### src/rtl/core/iso_adaptive_sharpen_denoise_defines.svh
// Assertion macros shared by the sharpen and denoise block.
`ifndef ISO_ADAPTIVE_SHARPEN_DENOISE_DEFINES_SVH
`define ISO_ADAPTIVE_SHARPEN_DENOISE_DEFINES_SVH

// Same-cycle implication, sampled on clk and quiet during reset.
`define ISD_ASSERT_IMP(lbl, ante, cons, msg) \
	lbl: assert property (@(posedge clk) disable iff (!arst_n) (ante) |-> (cons)) \
		else $error(msg);

// Next-cycle implication, sampled on clk and quiet during reset.
`define ISD_ASSERT_NXT(lbl, ante, cons, msg) \
	lbl: assert property (@(posedge clk) disable iff (!arst_n) (ante) |=> (cons)) \
		else $error(msg);

`endif

### src/rtl/core/isd_pkg.sv
// Shared types and constants of the ISO adaptive sharpen and denoise block.
package isd_pkg;
	localparam int MAX_WIDTH = 8192;
	localparam int AW        = $clog2(MAX_WIDTH);
	localparam int WW        = AW + 1;
	localparam int CH_W      = 16;
	localparam int NUM_LANES = 3;
	localparam int PX_W      = CH_W * NUM_LANES;

	localparam logic [19:0] ISO_SHARPEN_LIMIT = 20'd800;
	localparam logic [19:0] ISO_STRONG_MIN    = 20'd3200;
	localparam logic [14:0] BLEND_LIGHT       = 15'd13107;
	localparam logic [14:0] BLEND_STRONG      = 15'd24904;
	localparam logic [13:0] SHARP_GAIN        = 14'd11796;

	typedef enum logic [1:0] {
		MODE_BYPASS  = 2'd0,
		MODE_SHARPEN = 2'd1,
		MODE_LIGHT   = 2'd2,
		MODE_STRONG  = 2'd3
	} mode_t;

	localparam logic [1:0] APPLIED_BYPASS    = 2'd0;
	localparam logic [1:0] APPLIED_SHARPENED = 2'd1;
	localparam logic [1:0] APPLIED_SMOOTHED  = 2'd2;

	typedef enum logic {
		OP_PIXEL = 1'b0,
		OP_FLUSH = 1'b1
	} op_t;

	localparam logic [1:0] CFG_ISO    = 2'd0;
	localparam logic [1:0] CFG_WIDTH  = 2'd1;
	localparam logic [1:0] CFG_HEIGHT = 2'd2;

	typedef struct packed {
		logic shp_load;
		logic heavy_blend;
	} lane_ctl_t;
endpackage

### src/rtl/core/isd_lane.sv
// One color channel lane: recursive blend and registered unsharp-mask arithmetic.
module isd_lane import isd_pkg::*; (
	input  logic            clk,
	input  lane_ctl_t       ctl,
	input  logic [CH_W-1:0] blend_p,
	input  logic [CH_W-1:0] blend_q,
	output logic [CH_W-1:0] blend_out,
	input  logic [CH_W-1:0] centre,
	input  logic [CH_W-1:0] up,
	input  logic [CH_W-1:0] left,
	input  logic [CH_W-1:0] right,
	input  logic [CH_W-1:0] down,
	output logic [CH_W-1:0] sharp_out
);
	logic [14:0]        coef;
	logic signed [16:0] diff;
	logic signed [32:0] bprod;
	logic signed [16:0] bstep;
	logic signed [17:0] bsum;

	logic [17:0]        nsum;
	logic signed [18:0] lap;
	logic signed [33:0] prod_s1;
	logic [CH_W-1:0]    centre_s1;
	logic signed [36:0] num;
	logic [17:0]        hi;

	// p + floor(B*(q-p)/65536) equals the weighted Q16 mix of p and q.
	always_comb begin
		coef      = ctl.heavy_blend ? BLEND_STRONG : BLEND_LIGHT;
		diff      = $signed({1'b0, blend_q}) - $signed({1'b0, blend_p});
		bprod     = diff * $signed({1'b0, coef});
		bstep     = bprod[32:16];
		bsum      = $signed({2'b00, blend_p}) + $signed({bstep[16], bstep});
		blend_out = bsum[CH_W-1:0];
	end

	always_comb begin
		nsum = {2'b00, up} + {2'b00, left} + {2'b00, right} + {2'b00, down};
		lap  = $signed({1'b0, centre, 2'b00}) - $signed({1'b0, nsum});
	end

	always_ff @(posedge clk) begin
		if (ctl.shp_load) begin
			prod_s1   <= lap * $signed({1'b0, SHARP_GAIN});
			centre_s1 <= centre;
		end
	end

	always_comb begin
		num = $signed({2'b00, centre_s1, 19'd0}) + $signed({{3{prod_s1[33]}}, prod_s1});
		hi  = num[36:19];
		if (num[36])
			sharp_out = '0;
		else if (hi[17:16] != 2'b00)
			sharp_out = '1;
		else
			sharp_out = hi[CH_W-1:0];
	end
endmodule

### config.mk
export PLATFORM = sky130hd
export DESIGN_NAME = isd_lane
export DESIGN_NICKNAME = d
export VERILOG_FILES = /design/src/rtl/core/iso_adaptive_sharpen_denoise_defines.svh /design/src/rtl/core/isd_pkg.sv /design/src/rtl/core/isd_lane.sv
export SDC_FILE = /design/constraint.sdc
export NUM_CORES = 1
export LEC_CHECK = 0
export BUFFER_PORTS_ARGS = -buffer_cell sky130_fd_sc_hd__buf_4
export CORE_MARGIN = 1.5
export CORE_UTILIZATION = 50
export CTS_CLUSTER_DIAMETER = 150
export CTS_CLUSTER_SIZE = 40
export DETAILED_ROUTE_END_ITERATION = 8
export HOLD_SLACK_MARGIN = 0.15
export PLACE_DENSITY = 0.77
export SLEW_MARGIN = 20
export SYNTH_ARGS = -nofsm -noshare
export SYNTH_HDL_FRONTEND = slang
export SYNTH_SLANG_ARGS = --single-unit
### constraint.sdc
create_clock -name clk -period 9.85 [get_ports clk]
set_clock_uncertainty 0.15 [all_clocks]
set_input_delay 0.4925 -clock clk [delete_from_list [all_inputs] [get_ports clk]]
set_output_delay 0.4925 -clock clk [all_outputs]
set_load 0.1 [all_outputs]
==> results.sh <==
export IMPL_status="finished with violations"
export IMPL_violations="setup timing"
export IMPL_wl_per_cell_um=16.2
export IMPL_cp_num_buf_inv=7
export IMPL_start_util=0.509
export IMPL_grt_pass1_vias=12700
export IMPL_synthesis_area_mm2=0.0152
export IMPL_synth_seq_cells=31
export IMPL_final_core_util=0.622
export IMPL_layout_drive_gt1_share=0.217
export IMPL_ys_flop_type="edfxtp_1"
export IMPL_worst_slew_pin_slew_ns=0.985
export IMPL_maxSlewHeadroom=0.330
export IMPL_dp_hpwl_mm=32.8
export IMPL_dr_pass1_iters=5
export IMPL_fin_tns_setup_ns=-0.521
export IMPL_fin_crit_ns=10.09
export IMPL_dieArea_mm2=0.0314
export IMPL_yosys_warnings=0
export IMPL_fin_crit_sh=1.02
export IMPL_grt_antenna_before_repair=0
export IMPL_drc=0
export IMPL_hold_viol=0
export IMPL_core_area_mm2=0.0298
export IMPL_endpoint_kind="output port"
export IMPL_boundaryPins=147
export IMPL_cp_common_cell="fa_1"
export IMPL_worstPathRequired_ns=9.21
export IMPL_drt_iter0_drc=449
export IMPL_synthDistinctLibCells=67
export IMPL_placed_cell_area_mm2=0.0178
export IMPL_worst_setup_path_start_kind="input pin"
export IMPL_grt_use_total=0.239
export IMPL_die_h_um=177
export IMPL_fmax_ghz=0.0991
export IMPL_htreeDepth=2
export IMPL_place_gp_congestion=0.927
export IMPL_viasPerCell=5.20
export IMPL_slew_violations=0
export IMPL_final_area_mm2=0.0185
export IMPL_synth_edf_count=31
export IMPL_timing_final_ws_setup_ns=-0.238
export IMPL_grt_pass1_wl_mm=59.1
export IMPL_drv_cap=0
export IMPL_fp_dieW_um=177
export IMPL_cts_sinks=31
export IMPL_antenna_left=0
export IMPL_seq_area_frac_synth=0.0613
export IMPL_rows=63
export IMPL_cts_buffers=5
export IMPL_synth_top_area_share=0.344
export IMPL_arrival_ns=9.45
export IMPL_path_class="input pin to output port"
export IMPL_synth_area_leaders="fa_1 34%, ha_1 25%, inv_1 10%"
export IMPL_grt_overflow_total=0
export IMPL_setup_viol=4
export IMPL_cpPeakStageDelay_ns=0.56
export IMPL_vias=11700
export IMPL_wirelength_mm=36.5
export IMPL_syn_inst=1571
export IMPL_cts_clk_slew_worst_paths_ns=0.05
export IMPL_clk_path_buf_depth=2
export IMPL_cp_max_fo=4
export IMPL_slowest_stage="fa_1"
export IMPL_crit_family="adder cells"
export IMPL_grt_setup_unrepaired="yes"
export IMPL_antennaDiodeCount=0
export IMPL_synth_largest_area_cell="fa_1"
export IMPL_io_buffers=146
export IMPL_clock_root_buffer="clkbuf_16"
export IMPL_synth_async_reset_ratio=0
export IMPL_hold_path_class="input pin to flip-flop"
export IMPL_cts_tree="done"
export IMPL_area_delta_synth_final_pct=22.0
export IMPL_avgSynthCellArea_um2=9.66
export IMPL_hold_slack_ns=0.268
export IMPL_fin_nets=2543
export IMPL_grt_max_degree=32
==> cell usage in the layout (no fill, tap or decap), drive strengths merged, types with 31 or more instances in the layout <==
cell type  count
o21ai         34
xor2          33
a21oi         67
a21o          37
xnor2         60
edfxtp        31
fa           261
inv          414
nand2         50
buf          285
nor2          48
ha           302
==> metrics by stage <==
| step | setup slack (ns) | instances |
|---|---|---|
| 2_1_floorplan | -0.340 | 1582 |
| 3_3_place_gp | -0.513 | 2236 |
| 3_5_place_dp | -0.758 | 2236 |
| 4_1_cts | -0.239 | 2250 |
| 5_1_grt | -0.614 | 2256 |
| 6_report | -0.238 | 2256 |
==> path summary, 6_finish.rpt <==
check / slack (ns) / start / depth (start not counted) / to
setup / recovery: -0.24 / blend_p[1] / 44 / blend_out[15]
hold / removal: 0.27 / centre[7] / 1 / centre_s1[7]
==> cell type report <==
cell class                      count  area, µm²
Multi-Input combinational cell   1127      13200
Fill cell                        2325      11300
Timing Repair Buffer              285       2250
Clock buffer                        7        133
Clock inverter                      1       5.00
Tap cell                          390        488
Inverter                          415       1560
Sequential cell                    31        931
==> flip-flops by register name, summed over array words and instances (netlist names) <==
register and flops:
centre_s1 16, prod_s1 15
==> cells in the mapped netlist, types with 8 or more instances <==
cell and n:
o21ai_0 16, a21oi_2 13, nand2_1 50, inv_1 411, a21oi_1 54, or2_2 10
xor2_1 33, xnor2_1 59, nor3_1 21, a21o_1 37, and2_1 22, nand3_1 20
nor2_1 47, fa_1 261, nor2b_1 13, ha_1 302, o21ai_1 17, edfxtp_1 31
o21a_1 22, a211oi_1 10, nand2b_1 8, a31oi_1 9
==> cell families after synthesis <==
group                      share of synthesized area
muxes                                        0.00429
adders and majority gates                      0.593
buffers and inverters                          0.106
and+or+nand+nor                               0.0731
xor gates and xnor gates                      0.0556
DFF                                           0.0613
AOI/OAI and AO/OA                              0.106
other                                       0.000495
==> layer usage <==
layer / up-vias / part of all wire / global-route usage
met5: - / 0 / 0
li1: 5609 / - / -
met1: 5798 / 0.41 / 0.292
met3: 74 / 0.034 / 0.0183
met2: 256 / 0.52 / 0.441
met4: 0 / 0.033 / 0.0809
==> what timing repair did <==
action,CTS,global route
hold buffers,0,0
resized for setup,62,50
setup buffers,7,7
setup endpoints to repair,7,10
pin swaps,24,28
Power is left out: the tool's default activity adds up to more than one toggle a clock period on the data nets, which glitch-free logic cannot reach.
